<file path="config.mk">
export PLATFORM = sky130hd
export DESIGN_NAME = iras_out
export DESIGN_NICKNAME = d
export VERILOG_FILES = /design/src/design/iras_pkg.sv /design/src/design/iras_out.sv
export SDC_FILE = /design/constraint.sdc
export NUM_CORES = 1
export LEC_CHECK = 0
export BUFFER_PORTS_ARGS = -buffer_cell sky130_fd_sc_hd__buf_2
export CAP_MARGIN = 15
export CORE_MARGIN = 2
export CORE_UTILIZATION = 42
export CTS_BUF_LIST = sky130_fd_sc_hd__clkbuf_2 sky130_fd_sc_hd__clkbuf_4 sky130_fd_sc_hd__clkbuf_8
export CTS_CLUSTER_SIZE = 12
export DETAILED_ROUTE_END_ITERATION = 8
export PLACE_DENSITY = 0.89
export SYNTH_ARGS = -nofsm -noshare
export SYNTH_HDL_FRONTEND = slang
export SYNTH_SLANG_ARGS = --single-unit
</file>
<file path="constraint.sdc">
create_clock -name clk -period 1.39 [get_ports clk]
set_input_delay 0.0695 -clock clk [delete_from_list [all_inputs] [get_ports clk]]
set_output_delay 0.0695 -clock clk [all_outputs]
set_load 0.01 [all_outputs]
</file>
<file path="src/design/iras_pkg.sv">
// Shared types and constants for the indexed register access sequencer.
// No dependencies; every other file imports this package.
`default_nettype none

package iras_pkg;

  localparam int unsigned REG_W    = 11;
  localparam int unsigned IDX_W    = 8;
  localparam int unsigned DATA_W   = 16;
  localparam int unsigned BYTE_W   = 8;
  localparam int unsigned MODE_W   = 2;
  localparam int unsigned FMT_W    = 2;
  localparam int unsigned ACT_W    = 2;
  localparam int unsigned CFG_IDX_W = 3;

  // request modes
  localparam logic [MODE_W-1:0] MODE_WRITE = 2'd0;
  localparam logic [MODE_W-1:0] MODE_READ  = 2'd1;
  localparam logic [MODE_W-1:0] MODE_REPLY = 2'd2;

  // address formats
  localparam logic [FMT_W-1:0] FMT_PLAIN = 2'd0;
  localparam logic [FMT_W-1:0] FMT_TWO   = 2'd1;
  localparam logic [FMT_W-1:0] FMT_THREE = 2'd2;

  // result actions
  localparam logic [ACT_W-1:0] ACT_WRITE = 2'd0;
  localparam logic [ACT_W-1:0] ACT_READ  = 2'd1;
  localparam logic [ACT_W-1:0] ACT_FINAL = 2'd2;
  localparam logic [ACT_W-1:0] ACT_STRAY = 2'd3;

  // configuration register indexes
  localparam logic [CFG_IDX_W-1:0] CFG_PRIMARY   = 3'd0;
  localparam logic [CFG_IDX_W-1:0] CFG_SECONDARY = 3'd1;
  localparam logic [CFG_IDX_W-1:0] CFG_HIGH      = 3'd2;
  localparam logic [CFG_IDX_W-1:0] CFG_LOW       = 3'd3;
  localparam logic [CFG_IDX_W-1:0] CFG_OFFSET    = 3'd4;

  // configuration reset values
  localparam logic [REG_W-1:0]  PRIMARY_RST   = 11'd201;
  localparam logic [REG_W-1:0]  SECONDARY_RST = 11'd202;
  localparam logic [REG_W-1:0]  HIGH_RST      = 11'd203;
  localparam logic [REG_W-1:0]  LOW_RST       = 11'd204;
  localparam logic [IDX_W-1:0]  OFFSET_RST    = 8'd100;

  typedef enum logic [3:0] {
    PH_IDLE      = 4'd0,
    PH_LAST      = 4'd1,
    PH_SI_RD     = 4'd2,
    PH_STROBE_RD = 4'd3,
    PH_READ_HI   = 4'd4,
    PH_FINISH_RD = 4'd5,
    PH_MSB_RD    = 4'd6,
    PH_LSB_RD    = 4'd7,
    PH_SI_WR     = 4'd8,
    PH_HI_WR     = 4'd9,
    PH_LO_WR     = 4'd10
  } phase_t;

  typedef struct packed {
    logic [REG_W-1:0] primary_index_reg;
    logic [REG_W-1:0] secondary_index_reg;
    logic [REG_W-1:0] high_value_reg;
    logic [REG_W-1:0] low_value_reg;
    logic [IDX_W-1:0] read_offset;
  } cfg_t;

  typedef struct packed {
    logic [MODE_W-1:0] mode;
    logic [FMT_W-1:0]  address_format;
    logic [REG_W-1:0]  plain_register;
    logic [IDX_W-1:0]  first_index;
    logic [IDX_W-1:0]  second_arg;
    logic [IDX_W-1:0]  third_arg;
    logic [DATA_W-1:0] write_data;
    logic [BYTE_W-1:0] reply_value;
    logic [BYTE_W-1:0] reply_status;
  } req_t;

  typedef struct packed {
    logic [ACT_W-1:0]  action;
    logic [REG_W-1:0]  target_register;
    logic [DATA_W-1:0] target_data;
    logic [DATA_W-1:0] result_value;
    logic [BYTE_W-1:0] result_status;
    logic              busy_clash;
  } rsp_t;

endpackage

`default_nettype wire

</file>
<file path="src/design/iras_out.sv">
// Result register stage: holds one result until the receiver takes it.
// Depends on iras_pkg (rsp_t).
`default_nettype none

module iras_out
  import iras_pkg::*;
(
  input  wire logic clk,
  input  wire logic rst,
  input  wire logic load,
  input  wire rsp_t rsp_in,
  output logic      room,
  output logic      valid,
  input  wire logic ready,
  output rsp_t      rsp
);

  assign room = !valid || ready;

  always_ff @(posedge clk) begin
    if (rst) begin
      valid <= 1'b0;
    end else if (room) begin
      valid <= load;
    end
  end

  always_ff @(posedge clk) begin
    if (room && load) begin
      rsp <= rsp_in;
    end
  end

endmodule

`default_nettype wire

</file>
==> out/results.txt <==
Synth area leaders - edfxtp_1 97%, dfxtp_1 1.2%, nand2b_4 0.82%
Worst VDD drop - 0.937 mV
Max_cap viols - 0
DR vias/cell - 4.66
Reg2reg path depth - 3
DRT antenna net count - 0
Required @ worst endpoint - 1.40 ns
Startpoint class of the critical path - register
Area growth syn-to-layout - 79.5%
Drt first pass iters - 4
FMAX - 0.892 GHz
Drc violations - 0
Post-synth ARST share - 0%
Reg-to-Reg Start - valid$_SDFFE_PP0P_
Ports - 114
Kind of critical path - reg -> reg
Initial core utilization - 44.8%
Setup Fix Bufs, Post-CTS - 0
CTS clk-pin slew, worst paths - 0.11 ns
Mux contribution to synthesized area - 0%
Critical Path Max Stage Delay - 0.35 ns
Initial antenna violation count - 0
Hold path start - load
YS warnings - 0
Most frequent cell after synthesis - edfxtp_1
Finish-stage setup viols - 0
Tmin final - 1.12 ns
Final HPWL DP - 2610 µm
Storage element area - 1640 µm²
Number of flops mapped to enable cells by yosys - 54
Synthesis-stage register bit count - 55
Max_slew headroom - 89.8%
DIE HEIGHT - 67.2 µm
Core area - 3740 µm²
Die area - 4510 µm²
Fin Clk Skew - 0.0139 ns
Remaining global-route overflow - 0
Hold path cells - 3
Final Hold Viols - 0
Area share of and/or/nand/nor cells after synthesis - 1.34%
CP Max Fanout - 29
Post-synth top area share - 96.7%
All-Layer GR Usage - 24.5%
Clk sink count - 55
CTS Buffer Depth - 2
H-Tree Depth - 2
GP Congestion - 0.667
Slew of the pin with the lowest slew margin - 0.154 ns
Status - finished clean
Unrepaired setup endpoints after global routing - false
Final setup TNS - 0 ns
Combinational family with the most area after synthesis - simple AND/OR/NAND/NOR gates
Nets - 294
Total power - 3480 µW
Post-synthesis adder-cell area fraction - 0%
Final Max Tran Viols - 0
Compound-cell area share of the yosys netlist - 0.522%
Fraction of layout cells with a size suffix above 1 - 53.2%
Via count - 1329
Largest net degree at the start of global routing - 30
Fillers - 199
Port Buf Inserts - 113
DRT Wirelength - 5170 µm
Vias in the first global route - 1440
Pwr Density - 1150 nW/µm²
TritonCTS clock tree - yes
Area of the multi-input gates - 31.3 µm²
Final period utilization - 80.7%
Crit-path cells - nand2b_4, and2_4, buf_12
Die W - 67.2 µm
Cells after synthesis - 59
FF-to-FF End - rsp[13]$_DFFE_PP_
Pleak - 0.00130 µW
Netlist cell types - 6
Clk_lat worst skew - 0.31 ns
DR WL/cell - 18.1 µm
Crit path capture type - register
XOR/XNOR Fraction of Synth Area - 0%
Worst Path Arrival - 1.14 ns
Leading area contributor after synthesis - edfxtp_1
Antenna diodes - 0
Initial DRC Count - 85
Hold EP - valid$_SDFFE_PP0P_
Clock root buffer - clkbuf_8
HP Class - in -> reg
Seq/Total Area, Yosys - 97.9%
First-pass GRT wire length - 7450 µm
Reg-to-reg setup timing slack - 0.27 ns
Max stage delay cell, worst path - dfxtp_1
Top_reg_cell synth - edfxtp_1
CTS Buf Count - 5
Average size of a mapped cell - 28.4 µm²
Std-Cell Rows - 22
Syn Nets - 117
Post-Syn Area - 1680 µm²
[per-stage QoR]
| stage | util (%) | hold slack [ns] | instance area [µm²] | instances | setup WS, ns |
|---|---|---|---|---|---|
| after global routing | 80.4 | 0.0222 | 3010 | 285 | 0.221 |
| after detailed placement | 62.6 | 0.248 | 2340 | 222 | 0.295 |
| after CTS | 80.4 | 0.0153 | 3010 | 285 | 0.285 |
| after floorplan | - | 0.132 | 1680 | 59 | 0.0795 |
| final | 80.4 | 0.0300 | 3010 | 285 | 0.268 |
| after global placement | 62.6 | 0.233 | 2340 | 222 | 0.339 |
[what timing repair did]
| action | 4_1_cts | 5_1_grt |
|---|---|---|
| endpoints found under the hold margin | 55 | 0 |
| hold buffers | 55 | 0 |
| gates resized for setup | 0 | 0 |
[per-layer routing]
layer	global-route usage, %	share of wire (%)	vias up
met5	0	0	-
met3	9.33	9.8	10
met1	27.5	36	641
li1	-	-	589
met2	42.7	53	89
met4	8.67	1.5	0
[layout make-up]
type,instances,area share [%]
Tap cell,48,2.00
Clock buffer,5,2.29
Inverter,1,0.125
Clock inverter,3,1.58
Timing Repair Buffer,170,38.4
Multi-Input combinational cell,3,1.04
Sequential cell,55,54.6
[report_power, final]
part	internal, µW	switching (µW)	total (µW)	leakage, µW
sequential	1930	29.3	1960	0.000531
clock	547	543	1090	0.0000587
combinational	237	185	422	0.000711
total	2720	757	3480	0.00130
[worst max-delay path by stage]
stage | start | end | slack, ns
finish | valid$_SDFFE_PP0P_ | rsp[13]$_DFFE_PP_ | 0.27
global route | valid$_SDFFE_PP0P_ | rsp[22]$_DFFE_PP_ | 0.22
detailed placement | valid$_SDFFE_PP0P_ | rsp[23]$_DFFE_PP_ | 0.29
CTS | valid$_SDFFE_PP0P_ | rsp[13]$_DFFE_PP_ | 0.29
floorplan | valid$_SDFFE_PP0P_ | rsp[0]$_DFFE_PP_ | 0.08
global placement | valid$_SDFFE_PP0P_ | rsp[11]$_DFFE_PP_ | 0.34
[critical path, delay by kind of cell, from the launching register on]
family	cells	cell delay, ns
flip-flops	1	0.35
AND/OR/NAND/NOR	2	0.27
buffers and inverters	1	0.20
[cells by family (layout without fill, tap and decap cells)]
kind of cell,count (synthesis),in the layout
flip-flops,55,55
AND/OR/NAND/NOR,2,2
AO/OA/AOI/OAI,1,1
buffers and inverters,1,179
[sequential cells by signal, indices dropped and copies added, names as in the netlist]
| name | cells |
|---|---|
| rsp | 54 |
| valid | 1 |
[layout by cell type, fill, tap and decap left out]
cell           netlist  routed
edfxtp_1            54      54
clkbuf_8             0       5
dfxtp_1              1       1
buf_12               0       2
inv_6                0       1
and2_4               1       1
dlygate4sd3_1        0      55
clkinv_4             0       1
inv_1                1       1
a21oi_2              1       1
buf_2                0     113
bufinv_16            0       1
nand2b_4             1       1
No activity file was read; power rests on OpenSTA's default activity.
