### config.mk
export PLATFORM = sky130hd
export DESIGN_NAME = iras_seq
export DESIGN_NICKNAME = d
export VERILOG_FILES = /design/src/design/iras_pkg.sv /design/src/design/iras_seq.sv
export SDC_FILE = /design/constraint.sdc
export NUM_CORES = 1
export LEC_CHECK = 0
export BUFFER_PORTS_ARGS = -buffer_cell sky130_fd_sc_hd__buf_2
export CAP_MARGIN = 30
export CELL_PAD_IN_SITES_DETAIL_PLACEMENT = 0
export CELL_PAD_IN_SITES_GLOBAL_PLACEMENT = 1
export CORE_AREA = 5 5 119 121
export CTS_CLUSTER_DIAMETER = 120
export DETAILED_ROUTE_END_ITERATION = 16
export DIE_AREA = 0 0 124 126
export PLACE_DENSITY_LB_ADDON = 0.1
export SYNTH_ARGS = -nofsm -noshare
export SYNTH_HDL_FRONTEND = slang
export SYNTH_SLANG_ARGS = --single-unit
### constraint.sdc
create_clock -name clk -period 1.8 [get_ports clk]
set_input_delay 0.18 -clock clk [delete_from_list [all_inputs] [get_ports clk]]
set_output_delay 0.18 -clock clk [all_outputs]
set_load 0.1 [all_outputs]
### src/design/iras_pkg.sv
// Shared types and constants for the indexed register access sequencer.
// No dependencies; every other file imports this package.
`default_nettype none

package iras_pkg;

  localparam int unsigned REG_W    = 11;
  localparam int unsigned IDX_W    = 8;
  localparam int unsigned DATA_W   = 16;
  localparam int unsigned BYTE_W   = 8;
  localparam int unsigned MODE_W   = 2;
  localparam int unsigned FMT_W    = 2;
  localparam int unsigned ACT_W    = 2;
  localparam int unsigned CFG_IDX_W = 3;

  // request modes
  localparam logic [MODE_W-1:0] MODE_WRITE = 2'd0;
  localparam logic [MODE_W-1:0] MODE_READ  = 2'd1;
  localparam logic [MODE_W-1:0] MODE_REPLY = 2'd2;

  // address formats
  localparam logic [FMT_W-1:0] FMT_PLAIN = 2'd0;
  localparam logic [FMT_W-1:0] FMT_TWO   = 2'd1;
  localparam logic [FMT_W-1:0] FMT_THREE = 2'd2;

  // result actions
  localparam logic [ACT_W-1:0] ACT_WRITE = 2'd0;
  localparam logic [ACT_W-1:0] ACT_READ  = 2'd1;
  localparam logic [ACT_W-1:0] ACT_FINAL = 2'd2;
  localparam logic [ACT_W-1:0] ACT_STRAY = 2'd3;

  // configuration register indexes
  localparam logic [CFG_IDX_W-1:0] CFG_PRIMARY   = 3'd0;
  localparam logic [CFG_IDX_W-1:0] CFG_SECONDARY = 3'd1;
  localparam logic [CFG_IDX_W-1:0] CFG_HIGH      = 3'd2;
  localparam logic [CFG_IDX_W-1:0] CFG_LOW       = 3'd3;
  localparam logic [CFG_IDX_W-1:0] CFG_OFFSET    = 3'd4;

  // configuration reset values
  localparam logic [REG_W-1:0]  PRIMARY_RST   = 11'd201;
  localparam logic [REG_W-1:0]  SECONDARY_RST = 11'd202;
  localparam logic [REG_W-1:0]  HIGH_RST      = 11'd203;
  localparam logic [REG_W-1:0]  LOW_RST       = 11'd204;
  localparam logic [IDX_W-1:0]  OFFSET_RST    = 8'd100;

  typedef enum logic [3:0] {
    PH_IDLE      = 4'd0,
    PH_LAST      = 4'd1,
    PH_SI_RD     = 4'd2,
    PH_STROBE_RD = 4'd3,
    PH_READ_HI   = 4'd4,
    PH_FINISH_RD = 4'd5,
    PH_MSB_RD    = 4'd6,
    PH_LSB_RD    = 4'd7,
    PH_SI_WR     = 4'd8,
    PH_HI_WR     = 4'd9,
    PH_LO_WR     = 4'd10
  } phase_t;

  typedef struct packed {
    logic [REG_W-1:0] primary_index_reg;
    logic [REG_W-1:0] secondary_index_reg;
    logic [REG_W-1:0] high_value_reg;
    logic [REG_W-1:0] low_value_reg;
    logic [IDX_W-1:0] read_offset;
  } cfg_t;

  typedef struct packed {
    logic [MODE_W-1:0] mode;
    logic [FMT_W-1:0]  address_format;
    logic [REG_W-1:0]  plain_register;
    logic [IDX_W-1:0]  first_index;
    logic [IDX_W-1:0]  second_arg;
    logic [IDX_W-1:0]  third_arg;
    logic [DATA_W-1:0] write_data;
    logic [BYTE_W-1:0] reply_value;
    logic [BYTE_W-1:0] reply_status;
  } req_t;

  typedef struct packed {
    logic [ACT_W-1:0]  action;
    logic [REG_W-1:0]  target_register;
    logic [DATA_W-1:0] target_data;
    logic [DATA_W-1:0] result_value;
    logic [BYTE_W-1:0] result_status;
    logic              busy_clash;
  } rsp_t;

endpackage

`default_nettype wire

### src/design/iras_seq.sv
// Chain sequencer: phase register, saved request fields and next-step logic.
// Depends on iras_pkg (phase_t, req_t, rsp_t, cfg_t, codes).
`default_nettype none

module iras_seq
  import iras_pkg::*;
(
  input  wire logic clk,
  input  wire logic rst,
  input  wire logic take,
  input  wire req_t req,
  input  wire cfg_t cfg,
  output logic      emit,
  output rsp_t      rsp
);

  phase_t            phase, phase_next;
  logic [FMT_W-1:0]  saved_format, saved_format_next;
  logic [IDX_W-1:0]  saved_first, saved_first_next;
  logic [IDX_W-1:0]  saved_second, saved_second_next;
  logic [IDX_W-1:0]  saved_third, saved_third_next;
  logic [DATA_W-1:0] saved_data, saved_data_next;
  logic [BYTE_W-1:0] upper_byte, upper_byte_next;

  logic              three;
  logic [FMT_W-1:0]  fmt;
  logic              clash;
  logic [REG_W-1:0]  read_index;

  always_ff @(posedge clk) begin
    if (rst) begin
      phase        <= PH_IDLE;
      saved_format <= FMT_PLAIN;
      saved_first  <= '0;
      saved_second <= '0;
      saved_third  <= '0;
      saved_data   <= '0;
      upper_byte   <= '0;
    end else if (take) begin
      phase        <= phase_next;
      saved_format <= saved_format_next;
      saved_first  <= saved_first_next;
      saved_second <= saved_second_next;
      saved_third  <= saved_third_next;
      saved_data   <= saved_data_next;
      upper_byte   <= upper_byte_next;
    end
  end

  always_comb begin
    three      = (saved_format == FMT_THREE);
    fmt        = (req.address_format == FMT_TWO || req.address_format == FMT_THREE)
                 ? req.address_format : FMT_PLAIN;
    clash      = (phase != PH_IDLE);
    // index sum is not wrapped, it reaches up to 510
    read_index = REG_W'(req.first_index) + REG_W'(cfg.read_offset);

    phase_next        = phase;
    saved_format_next = saved_format;
    saved_first_next  = saved_first;
    saved_second_next = saved_second;
    saved_third_next  = saved_third;
    saved_data_next   = saved_data;
    upper_byte_next   = upper_byte;
    emit              = 1'b0;
    rsp               = '0;

    case (req.mode)
      MODE_WRITE, MODE_READ: begin
        emit              = 1'b1;
        rsp.busy_clash    = clash;
        saved_format_next = fmt;
        saved_first_next  = req.first_index;
        saved_second_next = req.second_arg;
        saved_third_next  = req.third_arg;
        saved_data_next   = req.write_data;
        upper_byte_next   = '0;
        if (fmt == FMT_PLAIN) begin
          phase_next          = PH_LAST;
          rsp.target_register = req.plain_register;
          if (req.mode == MODE_WRITE) begin
            rsp.action      = ACT_WRITE;
            rsp.target_data = req.write_data;
          end else begin
            rsp.action = ACT_READ;
          end
        end else if (req.mode == MODE_WRITE) begin
          phase_next          = PH_SI_WR;
          rsp.action          = ACT_WRITE;
          rsp.target_register = cfg.primary_index_reg;
          rsp.target_data     = DATA_W'(req.first_index);
        end else begin
          phase_next          = (fmt == FMT_TWO) ? PH_SI_RD : PH_MSB_RD;
          rsp.action          = ACT_WRITE;
          rsp.target_register = cfg.primary_index_reg;
          rsp.target_data     = DATA_W'(read_index);
        end
      end
      MODE_REPLY: begin
        emit = 1'b1;
        case (phase)
          PH_SI_RD: begin
            phase_next          = PH_STROBE_RD;
            rsp.action          = ACT_WRITE;
            rsp.target_register = cfg.secondary_index_reg;
            rsp.target_data     = DATA_W'(saved_second);
          end
          PH_STROBE_RD: begin
            phase_next          = PH_READ_HI;
            rsp.action          = ACT_WRITE;
            rsp.target_register = cfg.low_value_reg;
            rsp.target_data     = DATA_W'(cfg.read_offset);
          end
          PH_READ_HI: begin
            phase_next          = PH_FINISH_RD;
            rsp.action          = ACT_READ;
            rsp.target_register = cfg.high_value_reg;
          end
          PH_FINISH_RD: begin
            phase_next = PH_LAST;
            rsp.action = ACT_READ;
            if (three) begin
              upper_byte_next     = '0;
              rsp.target_register = cfg.secondary_index_reg;
            end else begin
              upper_byte_next     = req.reply_value;
              rsp.target_register = cfg.low_value_reg;
            end
          end
          PH_MSB_RD: begin
            phase_next          = PH_LSB_RD;
            rsp.action          = ACT_WRITE;
            rsp.target_register = cfg.high_value_reg;
            rsp.target_data     = DATA_W'(saved_second);
          end
          PH_LSB_RD: begin
            phase_next          = PH_FINISH_RD;
            rsp.action          = ACT_WRITE;
            rsp.target_register = cfg.low_value_reg;
            rsp.target_data     = DATA_W'(saved_third);
          end
          PH_SI_WR: begin
            phase_next          = PH_HI_WR;
            rsp.action          = ACT_WRITE;
            rsp.target_register = cfg.secondary_index_reg;
            rsp.target_data     = three ? saved_data : DATA_W'(saved_second);
          end
          PH_HI_WR: begin
            phase_next          = PH_LO_WR;
            rsp.action          = ACT_WRITE;
            rsp.target_register = cfg.high_value_reg;
            rsp.target_data     = three ? DATA_W'(saved_second)
                                        : DATA_W'(saved_data[DATA_W-1:BYTE_W]);
          end
          PH_LO_WR: begin
            phase_next          = PH_LAST;
            rsp.action          = ACT_WRITE;
            rsp.target_register = cfg.low_value_reg;
            rsp.target_data     = three ? DATA_W'(saved_third)
                                        : DATA_W'(saved_data[BYTE_W-1:0]);
          end
          PH_LAST: begin
            phase_next        = PH_IDLE;
            rsp.action        = ACT_FINAL;
            rsp.result_value  = {upper_byte, req.reply_value};
            rsp.result_status = req.reply_status;
          end
          default: begin
            // reply with no chain running
            phase_next = PH_IDLE;
            rsp.action = ACT_STRAY;
          end
        endcase
      end
      default: ; // unused mode: drop the request, no result
    endcase
  end

endmodule

`default_nettype wire

==> summary.md <==
| Metric | Value |
|---|---|
| Status | `finished, violations left` |
| Failing checks | `negative setup slack` |
| DP HPWL | `12960 um` |
| Multiplexer share of the synthesized area | `0.07285` |
| DRT Pass-1 Iters | `4` |
| Root buf cell | `clkbuf_16` |
| Ant diodes | `0` |
| Post-synthesis compound-gate area fraction | `0.3072` |
| Combinational family with the most area after synthesis | `compound AO/OA/AOI/OAI gates` |
| Post-route ant nets | `0` |
| Num CTS Buffers | `5` |
| Die ar. | `around 16000 um^2` |
| CTS tree | `yes` |
| Final setup fails | `53` |
| Actual slew at the worst max-slew pin | `just under 0.6 ns` |
| Asr flop ratio synth | `0` |
| Vias per std cell | `5.075` |
| Peak VDD IR | `0.3596 mV` |
| Hold_buf cts | `0` |
| Crit path max fanout | `5` |
| Synth Warn # | `0` |
| Reg clk slew, reported paths | `roughly 0.070 ns` |
| DIE HEIGHT | `126 um` |
| Clock sink total | `46` |
| Fin Setup TNS | `-19.13 ns` |
| Max Clk Rate | `0.4356 GHz` |
| Avg Cell Area, Syn | `between 7 and 8 um^2` |
| Die width | `124 um` |
| # rows | `42` |
| Pleak | `2.995 nW` |
| Largest net degree at the start of global routing | `35` |
| Core area | `12980 um^2` |
| Finished Layout Cells | `934` |
| Starting density of the core | `0.2805` |
| WS Path Type | `register to primary output` |
| Area growth from synthesis to layout | `94.36%` |
| Post-synth top flop | `dfxtp_1` |
| Hold WC Path Type | `primary input to register` |
| First-pass GRT wire length | `24810 um` |
| Max-slew headroom | `0.6092` |
| Port bufs | `180` |
| Routability cong. | `roughly 0.87` |
| Synthesized flop and latch total | `46` |
| Crit path largest cell delay | `0.43 ns` |
| Post-synthesis simple-gate area fraction | `0.2639` |
| WP data arrival | `approximately 2.1 ns` |
| Cell variety after synth | `54` |
| Worst path cell trace | `buf_6 > or3b_4 > buf_6 > nor4_4 > and2_4 > a2111oi_2 > a21oi_4 > buf_12` |
| Number of global-route vias before repair | `just under 5000` |
| Fin nets | `894` |
| Net count after synthesis | `637` |
| WL final | `16240 um` |
| CTS H-tree lvls | `2` |
| Slew Viols, Final | `0` |
| Period minus WS final | `2.296 ns` |
| Register area share after synthesis | `0.2529` |
| Slowest stage cell, crit path | `or3b_4` |
| Synth Area in Adders | `0.03986` |
| CP most frequent cell | `buf_6` |
| Filler cells | `1210` |
| Max clock buf depth | `2` |
| Grt total ovfl | `0` |
| Pre-CTS setup slack | `-0.3655 ns` |
| PnR worst setup slack | `-0.4956 ns` |
| Global Route Usage Sum | `0.1993` |
| Post-synth EDFFs | `0` |
| WP data required | `1.62 ns` |
| Worst hold slack | `0.1254 ns` |
| Post-Synth XOR/XNOR Area | `0.007216` |
| Sequential cell area | `934.6 um^2` |
| Multi-input logic area | `3097 um^2` |
| DRC Markers | `0` |
| DR iter-0 viols | `246` |
| RSZ-0062 raised after global routing | `true` |
| IO Pins | `about 180` |
| Initial antenna violation count | `0` |
| Syn Inst Count | `500` |
| Startpoint types | `register` |
| Vias | `4740` |
| Mapped Area | `between 3000 and 4000 um^2` |
| Hold Vio Cnt, Final | `0` |
| Worst skew pair latency | `around 0.28 ns` |
| Power density cells | `565.3 nW/um^2` |
| Worst setup EP type | `primary output` |
| Final Cycle Share | `1.275` |
| Clock skew | `0.001345 ns` |
| Placed insts | `924` |
| Ratio of cells with drive above 1 in the final layout | `0.5356` |
| Maxcap violations | `0` |
| Drt wl/cell | `17.38 um` |
## per-stage QoR
step	area (um^2)	util	total power, W
after global placement	6624	0.5103	0.002952
after CTS	6997	0.5390	0.004034
after floorplan	4059	-	0.002193
after global routing	7077	0.5452	0.004205
after detailed placement	6624	0.5103	0.002977
final	7077	0.5452	0.004000
## cells by family (layout without fill, tap and decap cells)
| kind of cell | count (synthesis) | count (layout) |
|---|---|---|
| AND/OR/NAND/NOR | 197 | 198 |
| XOR/XNOR | 3 | 3 |
| adder cells (fa/ha/maj) | 11 | 11 |
| flip-flops | 46 | 46 |
| multiplexers | 26 | 26 |
| buffers and inverters | 51 | 308 |
| AO/OA/AOI/OAI | 166 | 166 |
## placed cells by master, fill, tap and decap left out, drive strengths merged, types with 4 or more instances in the layout
master	count
a211oi	4
a21oi	66
a221o	4
a222oi	11
a22o	11
a31oi	7
a32oi	6
and2	27
buf	287
clkbuf	8
dfxtp	46
ha	10
inv	12
mux2	4
mux2i	22
nand2	95
nand2b	9
nand3	16
nor2	23
nor2b	8
nor3	7
nor3b	5
o21a	4
o21ai	10
o22ai	16
## routing by layer
layer / vias up / track usage / routed length [um]
li1: 2354 / - / -
met1: 2238 / 0.2388 / 6429
met2: 137 / 0.3808 / 8682
met3: 11 / 0.02511 / 969
met4: 0 / 0.02835 / 153
met5: - / 0 / 0
## synthesized netlist by cell type, types with 2 or more instances
library cell  number  area share
a22oi_1            3      0.0062
mux2i_1           22       0.060
o211ai_1           3      0.0062
a31o_2             2      0.0048
o22ai_1           16       0.027
o21ai_0            6      0.0082
o31a_1             2      0.0048
a32oi_1            6       0.014
clkbuf_1          26       0.027
o21ai_1            4      0.0055
nand2_1           94       0.097
a211o_1            3      0.0072
xnor2_1            2      0.0048
a22o_1            11       0.026
ha_1              10       0.034
and2_1            27       0.046
nand3_1           16       0.022
a221o_1            4       0.011
a211oi_1           4      0.0082
nor3_1             7      0.0096
buf_1              3      0.0031
o21a_1             4      0.0082
inv_1             12       0.012
nor3b_1            4      0.0082
nor2b_1            8       0.014
a31oi_1            7       0.012
buf_2             10       0.014
o32ai_1            3      0.0072
nor2_1            23       0.024
nand3b_1           2      0.0041
dfxtp_1           46        0.25
a21oi_1           65       0.089
a222oi_1          11       0.030
a221oi_1           3      0.0072
mux2_2             4       0.012
nand2b_1           9       0.015
## sequential cells by signal (all words and copies together) (netlist names)
signal / cells
saved_data: 16
saved_format: 2
phase: 4
saved_second: 8
saved_third: 8
upper_byte: 8
## final timing paths
check / to / slack, ns / from / depth (start not counted)
worst max register to register: upper_byte[7]$_SDFFE_PP0P_ / 0.15 / phase[3]$_SDFFE_PP0P_ / 7
worst min-delay path: saved_second[0]$_SDFFE_PP0P_ / 0.13 / req[40] / 3
worst max-delay path: rsp[33] / -0.50 / phase[1]$_SDFFE_PP0P_ / 8
worst min register to register: upper_byte[2]$_SDFFE_PP0P_ / 0.45 / upper_byte[2]$_SDFFE_PP0P_ / 2
## critical path: cells and delay by family (launching register included)
kind            cells  cell delay [ns]
compound gates      2             0.23
buf+inv             3             0.47
flops               1             0.34
simple gates        3             0.79
## final cells by class
| cell class | count | area share |
|---|---|---|
| flip-flops and latches | 46 | 0.1321 |
| inverters | 12 | 0.006365 |
| multi-input cells | 404 | 0.4376 |
| well taps | 176 | 0.03112 |
| clock inverters | 1 | 0.001238 |
| clock buffers | 7 | 0.02157 |
| repair buffers | 288 | 0.3700 |
## where the power goes
group / leakage (nW) / switching [W] / internal [W]
Sequential: 0.378 / 0.0000444 / 0.00106
Clock: 0.0801 / 0.000391 / 0.000593
Combinational: 2.54 / 0.00110 / 0.000814
## timing repair
action	in CTS	in global routing
setup endpoints to repair	56	61
pin swaps	40	7
gates resized for setup	51	13
setup buffers	8	1
cloned	4	1
Power figures use the tool's default switching activity.
