[config.mk]
export PLATFORM = sky130hd
export DESIGN_NAME = iras_cfg
export DESIGN_NICKNAME = d
export VERILOG_FILES = /design/src/design/iras_pkg.sv /design/src/design/iras_cfg.sv
export SDC_FILE = /design/constraint.sdc
export NUM_CORES = 1
export LEC_CHECK = 0
export BUFFER_PORTS_ARGS = -buffer_cell sky130_fd_sc_hd__buf_2
export CAP_MARGIN = 20
export CORE_UTILIZATION = 35
export CTS_CLUSTER_DIAMETER = 60
export CTS_CLUSTER_SIZE = 30
export DETAILED_ROUTE_END_ITERATION = 7
export GPL_TIMING_DRIVEN = 0
export MAX_ROUTING_LAYER = met4
export PLACE_DENSITY = 0.66
export SLEW_MARGIN = 15
export SYNTH_ARGS = -nofsm -noshare
export SYNTH_HDL_FRONTEND = slang
export SYNTH_SLANG_ARGS = --single-unit
[constraint.sdc]
create_clock -name clk -period 1.75 [get_ports clk]
set_clock_uncertainty 0.1 [all_clocks]
set_input_delay 0.2625 -clock clk [delete_from_list [all_inputs] [get_ports clk]]
set_output_delay 0.2625 -clock clk [all_outputs]
set_load 0.05 [all_outputs]
[src/design/iras_pkg.sv]
// Shared types and constants for the indexed register access sequencer.
// No dependencies; every other file imports this package.
`default_nettype none

package iras_pkg;

  localparam int unsigned REG_W    = 11;
  localparam int unsigned IDX_W    = 8;
  localparam int unsigned DATA_W   = 16;
  localparam int unsigned BYTE_W   = 8;
  localparam int unsigned MODE_W   = 2;
  localparam int unsigned FMT_W    = 2;
  localparam int unsigned ACT_W    = 2;
  localparam int unsigned CFG_IDX_W = 3;

  // request modes
  localparam logic [MODE_W-1:0] MODE_WRITE = 2'd0;
  localparam logic [MODE_W-1:0] MODE_READ  = 2'd1;
  localparam logic [MODE_W-1:0] MODE_REPLY = 2'd2;

  // address formats
  localparam logic [FMT_W-1:0] FMT_PLAIN = 2'd0;
  localparam logic [FMT_W-1:0] FMT_TWO   = 2'd1;
  localparam logic [FMT_W-1:0] FMT_THREE = 2'd2;

  // result actions
  localparam logic [ACT_W-1:0] ACT_WRITE = 2'd0;
  localparam logic [ACT_W-1:0] ACT_READ  = 2'd1;
  localparam logic [ACT_W-1:0] ACT_FINAL = 2'd2;
  localparam logic [ACT_W-1:0] ACT_STRAY = 2'd3;

  // configuration register indexes
  localparam logic [CFG_IDX_W-1:0] CFG_PRIMARY   = 3'd0;
  localparam logic [CFG_IDX_W-1:0] CFG_SECONDARY = 3'd1;
  localparam logic [CFG_IDX_W-1:0] CFG_HIGH      = 3'd2;
  localparam logic [CFG_IDX_W-1:0] CFG_LOW       = 3'd3;
  localparam logic [CFG_IDX_W-1:0] CFG_OFFSET    = 3'd4;

  // configuration reset values
  localparam logic [REG_W-1:0]  PRIMARY_RST   = 11'd201;
  localparam logic [REG_W-1:0]  SECONDARY_RST = 11'd202;
  localparam logic [REG_W-1:0]  HIGH_RST      = 11'd203;
  localparam logic [REG_W-1:0]  LOW_RST       = 11'd204;
  localparam logic [IDX_W-1:0]  OFFSET_RST    = 8'd100;

  typedef enum logic [3:0] {
    PH_IDLE      = 4'd0,
    PH_LAST      = 4'd1,
    PH_SI_RD     = 4'd2,
    PH_STROBE_RD = 4'd3,
    PH_READ_HI   = 4'd4,
    PH_FINISH_RD = 4'd5,
    PH_MSB_RD    = 4'd6,
    PH_LSB_RD    = 4'd7,
    PH_SI_WR     = 4'd8,
    PH_HI_WR     = 4'd9,
    PH_LO_WR     = 4'd10
  } phase_t;

  typedef struct packed {
    logic [REG_W-1:0] primary_index_reg;
    logic [REG_W-1:0] secondary_index_reg;
    logic [REG_W-1:0] high_value_reg;
    logic [REG_W-1:0] low_value_reg;
    logic [IDX_W-1:0] read_offset;
  } cfg_t;

  typedef struct packed {
    logic [MODE_W-1:0] mode;
    logic [FMT_W-1:0]  address_format;
    logic [REG_W-1:0]  plain_register;
    logic [IDX_W-1:0]  first_index;
    logic [IDX_W-1:0]  second_arg;
    logic [IDX_W-1:0]  third_arg;
    logic [DATA_W-1:0] write_data;
    logic [BYTE_W-1:0] reply_value;
    logic [BYTE_W-1:0] reply_status;
  } req_t;

  typedef struct packed {
    logic [ACT_W-1:0]  action;
    logic [REG_W-1:0]  target_register;
    logic [DATA_W-1:0] target_data;
    logic [DATA_W-1:0] result_value;
    logic [BYTE_W-1:0] result_status;
    logic              busy_clash;
  } rsp_t;

endpackage

`default_nettype wire

[src/design/iras_cfg.sv]
// Configuration register file: five registers written by index.
// Depends on iras_pkg (cfg_t, register indexes, reset values).
`default_nettype none

module iras_cfg
  import iras_pkg::*;
(
  input  wire logic                 clk,
  input  wire logic                 rst,
  input  wire logic                 cfg_write,
  input  wire logic [CFG_IDX_W-1:0] cfg_index,
  input  wire logic [REG_W-1:0]     cfg_data,
  output cfg_t                      cfg
);

  always_ff @(posedge clk) begin
    if (rst) begin
      cfg.primary_index_reg   <= PRIMARY_RST;
      cfg.secondary_index_reg <= SECONDARY_RST;
      cfg.high_value_reg      <= HIGH_RST;
      cfg.low_value_reg       <= LOW_RST;
      cfg.read_offset         <= OFFSET_RST;
    end else if (cfg_write) begin
      case (cfg_index)
        CFG_PRIMARY:   cfg.primary_index_reg   <= cfg_data;
        CFG_SECONDARY: cfg.secondary_index_reg <= cfg_data;
        CFG_HIGH:      cfg.high_value_reg      <= cfg_data;
        CFG_LOW:       cfg.low_value_reg       <= cfg_data;
        CFG_OFFSET:    cfg.read_offset         <= cfg_data[IDX_W-1:0];
        default: ;
      endcase
    end
  end

endmodule

`default_nettype wire

==> metrics.md, run 1 <==
| Metric | Value |
|---|---|
| H-tree Lvls | 2 |
| Top delay family on crit path | flip-flops |
| CP endpoint kind | output port |
| Endpoints failing hold | 0 |
| Placer Congestion | 0.725 |
| Pwr Total | roughly 2.2 mW |
| Maximum clock path buffer count | 2 |
| CTS clock-pin slew for the worst setup and hold paths | 0.10 ns |
| Maxcap violations | 0 |
| Slack of the worst reg-to-reg path | 1.02 ns |
| CP arrival | 0.95 ns |
| Die W | 78.4 um |
| HPWL Detailed | 3360 um |
| Routed len/inst | ~14 um |
| Hold path cells | 3 |
| Area of the core | roughly 0.0056 mm^2 |
| RSZ-0062 raised after global routing | no |
| Internal | 1.62 mW |
| GRT Util Overall | 16.8% |
| PD cells | between 800 and 900 mW/mm^2 |
| Fmax | roughly 0.76 GHz |
| Mean post-synth cell area | 10.7 um^2 |
| WS Path Type | reg -> out |
| Drt pass-1 iters | 4 |
| Share of post-route cells with drive strength above 1 | 30.7% |
| Initial Utilization | 36.7% |
| Most frequent cells in the layout | 71 x buf_2, 52 x mux2i_1, 52 x dfxtp_1, 42 x nand2b_1, 27 x nor2_1 |
| Reg2reg start | cfg[48] |
| Placed Cells | 331 |
| Setup crit start kind | flip-flop |
| Net Switching | slightly below 600 uW |
| Setup violators final | 0 |
| I/O Buffers | 68 |
| Comb power frac | 12.0% |
| Initial antenna violation count | 0 |
| Worst Max-Slew Pin Slew | 0.501 ns |
| Reg with most FFs | cfg |
| Final non-filler cell total | 339 |
| CP Max Fanout | 2 |
| Static Leakage | 1.29 nW |
| Vias in the first global route | 1510 |
| Final layout net count | around 280 |
| Synthesized Nets | between 200 and 250 |
| CP Data Required Time | around 1.4 ns |
| Critical path cell sequence | buf_2 |
| Max-slew headroom | 66.6% |
| Status | finished, final reports clean |
| First-pass GRT wire length | 7610 um |
| 1st-iter DRT viols | 61 |
| Post-cts sizing count | 0 |
| Syn Std Cell Area | around 0.002 mm^2 |
| Overflow after GRT | 0 |
| Worst-Skew Late Latency | approximately 0.30 ns |
| Crit path buffers/inverters | 1 |
| Chip Height | 78.4 um |
| Max reg flops | 52 |
| #FFs+latches synth | 52 |
| Via count | 1562 |
| CP max stage delay | 0.37 ns |
| Syn-to-layout area delta | 25.8% |
| Hold Path Sink | cfg[7] |
| DRC | 0 |
| Final min period | 1.31 ns |
| Min-Delay Startpoint | cfg_data[7] |
| Post-synth cell types | 11 |
| Slew Limit Fails | 0 |
| Pin count of the biggest net entering global routing | 17 |
| Sequential fraction of the synthesis area | 50.9% |
| Final period util | 74.8% |
| Antenna Cells | 0 |
| Design area | 0.00257 mm^2 |
| Worst R2R End | cfg[48] |
| Stages on the worst setup path | 1 |
| Cts bufs inserted | 5 |
| Root Buffer | clkbuf_8 |
| Syn. warnings | 0 |
| Remaining antenna violation count | 0 |
| Biggest regs | cfg x52 |
| Die Area | approximately 0.0062 mm^2 |
| Avg Vias per Cell | ~4.6 |
| Commonest non-fill, non-tap cell in the layout | buf_2 |
| Reg power frac | 55.2% |
| Post-Route WL | 4730 um |
| Maximum vdd drop | approximately 450 uV |
| Clock group share of total power | approximately 33% |
| Hold WC Path Type | in -> reg |
| Placed inst area | 0.00247 mm^2 |
| Row cnt | 27 |
| TritonCTS clock tree | done |
| Sw Ratio | 26.9% |
| IO Pins | 69 |
| Clk sinks | 52 |
| Post-CTS setup buffers | 0 |
| CTS hold repair buffers | 0 |
| Reg2reg path depth | 2 |
| Post-Syn Instances | 191 |
| Max stage delay cell, worst path | dfxtp_1 |
| TNS Setup | 0 ns |
## layout make-up
| type | instances | area, um^2 |
|---|---|---|
| clock buffers | 6 | 82.6 |
| clock inverters | 2 | 13.8 |
| fillers | 579 | 3000 |
| well taps | 72 | 90.1 |
| flip-flops and latches | 52 | 1040 |
| repair buffers | 68 | 340 |
| multi-input cells | 127 | 951 |
| plain buffers | 12 | 52.6 |
## Yosys cell counts
| master | count | area (um^2) |
|---|---|---|
| or4b_1 | 1 | 10.0 |
| and4bb_2 | 2 | 25.0 |
| clkbuf_1 | 8 | 30.0 |
| nand4b_1 | 1 | 8.76 |
| nand4bb_1 | 2 | 22.5 |
| buf_4 | 1 | 7.51 |
| buf_2 | 3 | 15.0 |
| dfxtp_1 | 52 | 1040 |
| mux2i_1 | 52 | 521 |
| nand2b_1 | 42 | 263 |
| nor2_1 | 27 | 101 |
## stage by stage
stage | util [%] | setup slack (ns) | hold WS, ns
floorplan | - | 0.389 | 0.318
global placement | 44.4 | 0.152 | 0.357
detailed placement | 44.4 | 0.118 | 0.362
CTS | 46.1 | 0.435 | 0.124
global route | 46.1 | 0.319 | 0.136
finish | 46.1 | 0.442 | 0.128
## metal layers
| layer | global-route usage (%) | vias to the layer above | routed length, um |
|---|---|---|---|
| met3 | 4.19 | 5 | 257 |
| met5 | - | - | 0 |
| met2 | 27.1 | 48 | 2180 |
| li1 | - | 786 | - |
| met4 | 5.00 | 0 | 37 |
| met1 | 20.8 | 723 | 2260 |
## cells by family (layout without fill, tap and decap cells)
kind of cell / count (synthesis) / in the layout / share of synthesized area (%)
multiplexers: 52 / 52 / 25.5
flip-flops: 52 / 52 / 50.9
AND/OR/NAND/NOR: 75 / 75 / 21.1
buffers and inverters: 12 / 88 / 2.57
## power by group through the flow
stage	Clock, mW	Combinational, mW	Sequential, mW
3_5_place_dp	0	0.268	1.25
4_1_cts	0.742	0.269	1.22
3_3_place_gp	0	0.267	1.25
5_1_grt	0.795	0.284	1.23
6_report	0.725	0.266	1.22
2_1_floorplan	0	0.0953	1.34
## how the worst max path moves through the flow
stage                          to    startpoint  slack (ns)
after detailed placement  cfg[20]           rst        0.12
after global placement    cfg[25]           rst        0.15
final                     cfg[38]       cfg[38]        0.44
after global routing       cfg[2]           rst        0.32
after floorplan           cfg[47]  cfg_index[0]        0.39
after CTS                 cfg[30]       cfg[30]        0.44
No activity file was read; power rests on OpenSTA's default activity.
==> run 2, diff against run 1 <==
Settings changed: ABC_AREA set to 1, PLACE_DENSITY 0.66 to 0.68.
Clock period 1.75 ns to 1.07 ns, I/O delays scaled along.
==> metrics.md, run 2 <==
| Metric | Value |
|---|---|
| 1st-iter DRT viols | 156 (+160%) |
| Final worst slack | -0.0188 ns (-0.461 ns) |
| IO Pins | 69 (unchanged) |
| Antenna Cells | 0 (unchanged) |
| Pin count of the biggest net entering global routing | 16 (-1) |
| Remaining antenna violation count | 0 (unchanged) |
| Die W | 77.9 um (-0.72%) |
| Die Area | 0.00606 mm^2 (-1.4%) |
| Biggest regs | cfg x52 |
| Post-Syn Instances | 288 (+51%) |
| Critical path cell sequence | buf_8 |
| FF+latch area | 0.00111 mm^2 (+6.2%) |
| Overflow after GRT | 0 (unchanged) |
| Worst Setup Slack post-DPL | -0.252 ns (-0.370 ns) |
| Vias in the first global route | 1940 (+28%) |
| Setup crit start kind | flip-flop |
| Drt pass-1 iters | 4 (unchanged) |
| Final period util | 102% |
| Root Buffer | clkbuf_8 |
| Reg with most FFs | cfg |
| Max stage delay cell, worst path | dfxtp_2 |
| PD cells | 1400 mW/mm^2 (+62%) |
| Yosys top cell by area | dfxtp_1 |
| First-pass GRT wire length | 9270 um (+22%) |
| I/O Buffers | 68 (unchanged) |
| Post-Synth XOR/XNOR Area | 0% (unchanged) |
| Slack of the worst reg-to-reg path | 0.28 ns (-0.74 ns) |
| Internal | 3.22 mW (+99%) |
| Static Leakage | 1.47 nW (+14%) |
| Reg2reg path depth | 3 (+1) |
| Row cnt | 27 (unchanged) |
| Max-slew headroom | 70.0% (+3.5 points) |
| Fmax | 0.918 GHz |
| Net Switching | 1.18 mW (+98%) |
| Worst Max-Slew Pin Slew | 0.449 ns (-0.0519 ns) |
| DRC | 0 (unchanged) |
| Ys async rst share | 0% (unchanged) |
| Post-synth top area share | 51.7% (+0.76 points) |
| Reg2reg start | cfg[35] |
| Worst-Skew Late Latency | 0.30 ns (about the same) |
| Sw Ratio | 26.8% (-0.15 points) |
| Post-synth cell types | 11 (unchanged) |
| Maxcap violations | 0 (unchanged) |
| Largest family of logic cells by synthesized area | simple AND/OR/NAND/NOR gates |
| Final min period | 1.09 ns |
| Hold WC Path Type | in -> reg |
| Stages on the worst setup path | 1 (unchanged) |
| Hold path cells | 3 (unchanged) |
| Crit path buffers/inverters | 1 (unchanged) |
| Status | finished, violations left |
| FILL cells | 541 (-6.6%) |
| GRT Util Overall | 20.3% (+3.5 points) |
| Top delay family on crit path | flip-flops |
| Post-Route WL | 5530 um (+17%) |
| Syn-to-layout area delta | 56.3% |
| Area of the core | 0.00554 mm^2 (-0.61%) |
| Maximum clock path buffer count | 2 (unchanged) |
| Endpoints failing hold | 0 (unchanged) |
| Initial antenna violation count | 0 (unchanged) |
| Final layout net count | 384 (+36%) |
| Ranking of synthesized cells by area | dfxtp_1 52%, nand2_1 15%, nor2_1 13%, nand3_1 12%, inv_1 2.0% |
| Syn Std Cell Area | 0.00201 mm^2 (-1.5%) |
| CP Max Fanout | 2 (unchanged) |
| Mean post-synth cell area | 6.99 um^2 (-35%) |
| Mux share of post-synthesis cell area | 0% (-25 points) |
| Maximum vdd drop | 641 uV (+41%) |
| Avg Vias per Cell | 4.64 (+0.65%) |
| CP Data Required Time | 0.81 ns (-0.58 ns) |
| Worst R2R End | cfg[35] |
| Fin Hold WS | 0.00817 ns (-0.120 ns) |
| Setup violators final | 10 (+10) |
| Syn. warnings | 0 (unchanged) |
| TritonCTS clock tree | done |
| Clock group share of total power | 35.2% (+2.4 points) |
| RSZ-0062 raised after global routing | yes |
| Initial Utilization | 36.4% (-0.32 points) |
| Via count | 2036 (+30%) |
| CP arrival | 0.83 ns (-0.12 ns) |
| Final non-filler cell total | 439 (+29%) |
| Synthesized Nets | 305 (+47%) |
| Slew Limit Fails | 0 (unchanged) |
| Main synth FF type | dfxtp_1 |
| Comb power frac | 17.6% (+5.6 points) |
| Post-synth EDFFs | 0 (unchanged) |
| Cts bufs inserted | 5 (unchanged) |
| Pwr Total | 4.40 mW (+99%) |
| Commonest non-fill, non-tap cell in the layout | nand2_1 |
| Sequential fraction of the synthesis area | 51.7% (+0.76 points) |
| H-tree Lvls | 2 (unchanged) |
| Commonest cells in the netlist | 83 x nand2_1, 70 x nor2_1, 52 x dfxtp_1 |
| Synth Area in Simple Gates | 42.6% (+22 points) |
| Hold Path Sink | cfg[2] |
| Min-Delay Startpoint | cfg_data[2] |
| Placer Congestion | 0.824 (+14%) |
| TNS Setup | -0.0413 ns (-0.0413 ns) |
| #FFs+latches synth | 52 (unchanged) |
| Share of post-route cells with drive strength above 1 | 39.5% (+8.8 points) |
| Most frequent cells in the layout | 83 x nand2_1, 69 x nor2_1, 52 x dfxtp_2, 50 x nand3_1, 38 x buf_8 |
| WS Path Type | reg -> out |
| CP max stage delay | 0.37 ns (about the same) |
| Compound-Gate Fraction of Synth Area | 0% (unchanged) |
| CP endpoint kind | output port |
| Most numerous cell in the Yosys netlist | nand2_1 |
| Area of the multi-input gates | 861 um^2 (-9.5%) |
| Chip Height | 77.9 um (-0.72%) |
| Reg power frac | 47.2% (-8.0 points) |
| Failing checks | setup timing |
| Clk sinks | 52 (unchanged) |
| Max reg flops | 52 (unchanged) |
| Routed len/inst | 12.6 um (-9.8%) |
| Placed Cells | 428 (+29%) |
| CTS clock-pin slew for the worst setup and hold paths | 0.09 ns (about the same) |
| Adder-Cell Fraction of Synth Area | 0% (unchanged) |
| HPWL Detailed | 3810 um (+13%) |
## run 2: cell types whose count changed in the layout (fill, tap and decap cells not counted), sizes merged, moves of 3 or more
cell | before | now
buf | 72 | 77
clkbuf | 14 | 10
dlygate4sd3 | 0 | 3
inv | 1 | 14
mux2i | 52 | 0
nand2 | 0 | 83
nand2b | 42 | 0
nand3 | 0 | 50
nor2 | 27 | 73
## run 2: layout make-up
cell class                 instances  share of cell area, %
sequential                        52                   35.1
clock inverter                     2                   1.91
inverter                          15                   1.79
multi-input combinational        208                   27.3
tap                               72                   2.86
clock buffer                       5                   2.19
timing repair buffer              72                   26.9
buffer                            13                   1.95
## run 2: what timing repair did
action,in CTS,in global routing
hold buffers,3,0
endpoints found under the setup margin,52,65
pin swaps,0,0
resized for setup,166,33
buffers inserted,0,1
cloned,0,0
endpoints found under the hold margin,5,0
## run 2: worst max-delay path by stage
stage	startpoint	end	slack (ns)
3_3_place_gp	cfg_index[0]	cfg[1]	-0.22
4_1_cts	cfg[42]	cfg[42]	-0.02
2_1_floorplan	cfg_write	cfg[31]	0.08
3_5_place_dp	cfg_write	cfg[48]	-0.25
5_1_grt	cfg[4]	cfg[4]	-0.04
6_report	cfg[43]	cfg[43]	-0.02
## run 2: cells by family (layout without fill, tap and decap cells)
logic type / after synthesis / count (layout)
buffers and inverters: 28 / 107
flip-flops: 52 / 52
AND/OR/NAND/NOR: 208 / 208
## run 2: worst min-delay path, delay by kind of cell
family	cells	cell delay, ns
buf+inv	1	0.11
simple gates	2	0.12
## run 2: metal layers
layer  track usage, %  up-vias  share of wire, %
li1                 -     1053                 -
met1             25.3      932                46
met2             33.2       47                50
met3             4.94        4               4.1
met4             4.53        0              0.51
met5                -        -                 0
## run 2: through the flow
stage	utilization (%)	cell area [um^2]
after floorplan	-	2010
after global placement	44.1	2440
after detailed placement	44.1	2440
after CTS	54.7	3030
after global routing	56.8	3150
final	56.8	3150
## run 2: power groups by stage
stage | combinational, mW | clock (mW) | sequential, mW
5_1_grt | 0.833 | 1.67 | 2.08
2_1_floorplan | 0.221 | 0 | 2.32
4_1_cts | 0.741 | 1.58 | 2.07
3_5_place_dp | 0.639 | 0 | 2.08
6_report | 0.775 | 1.55 | 2.07
3_3_place_gp | 0.633 | 0 | 2.08
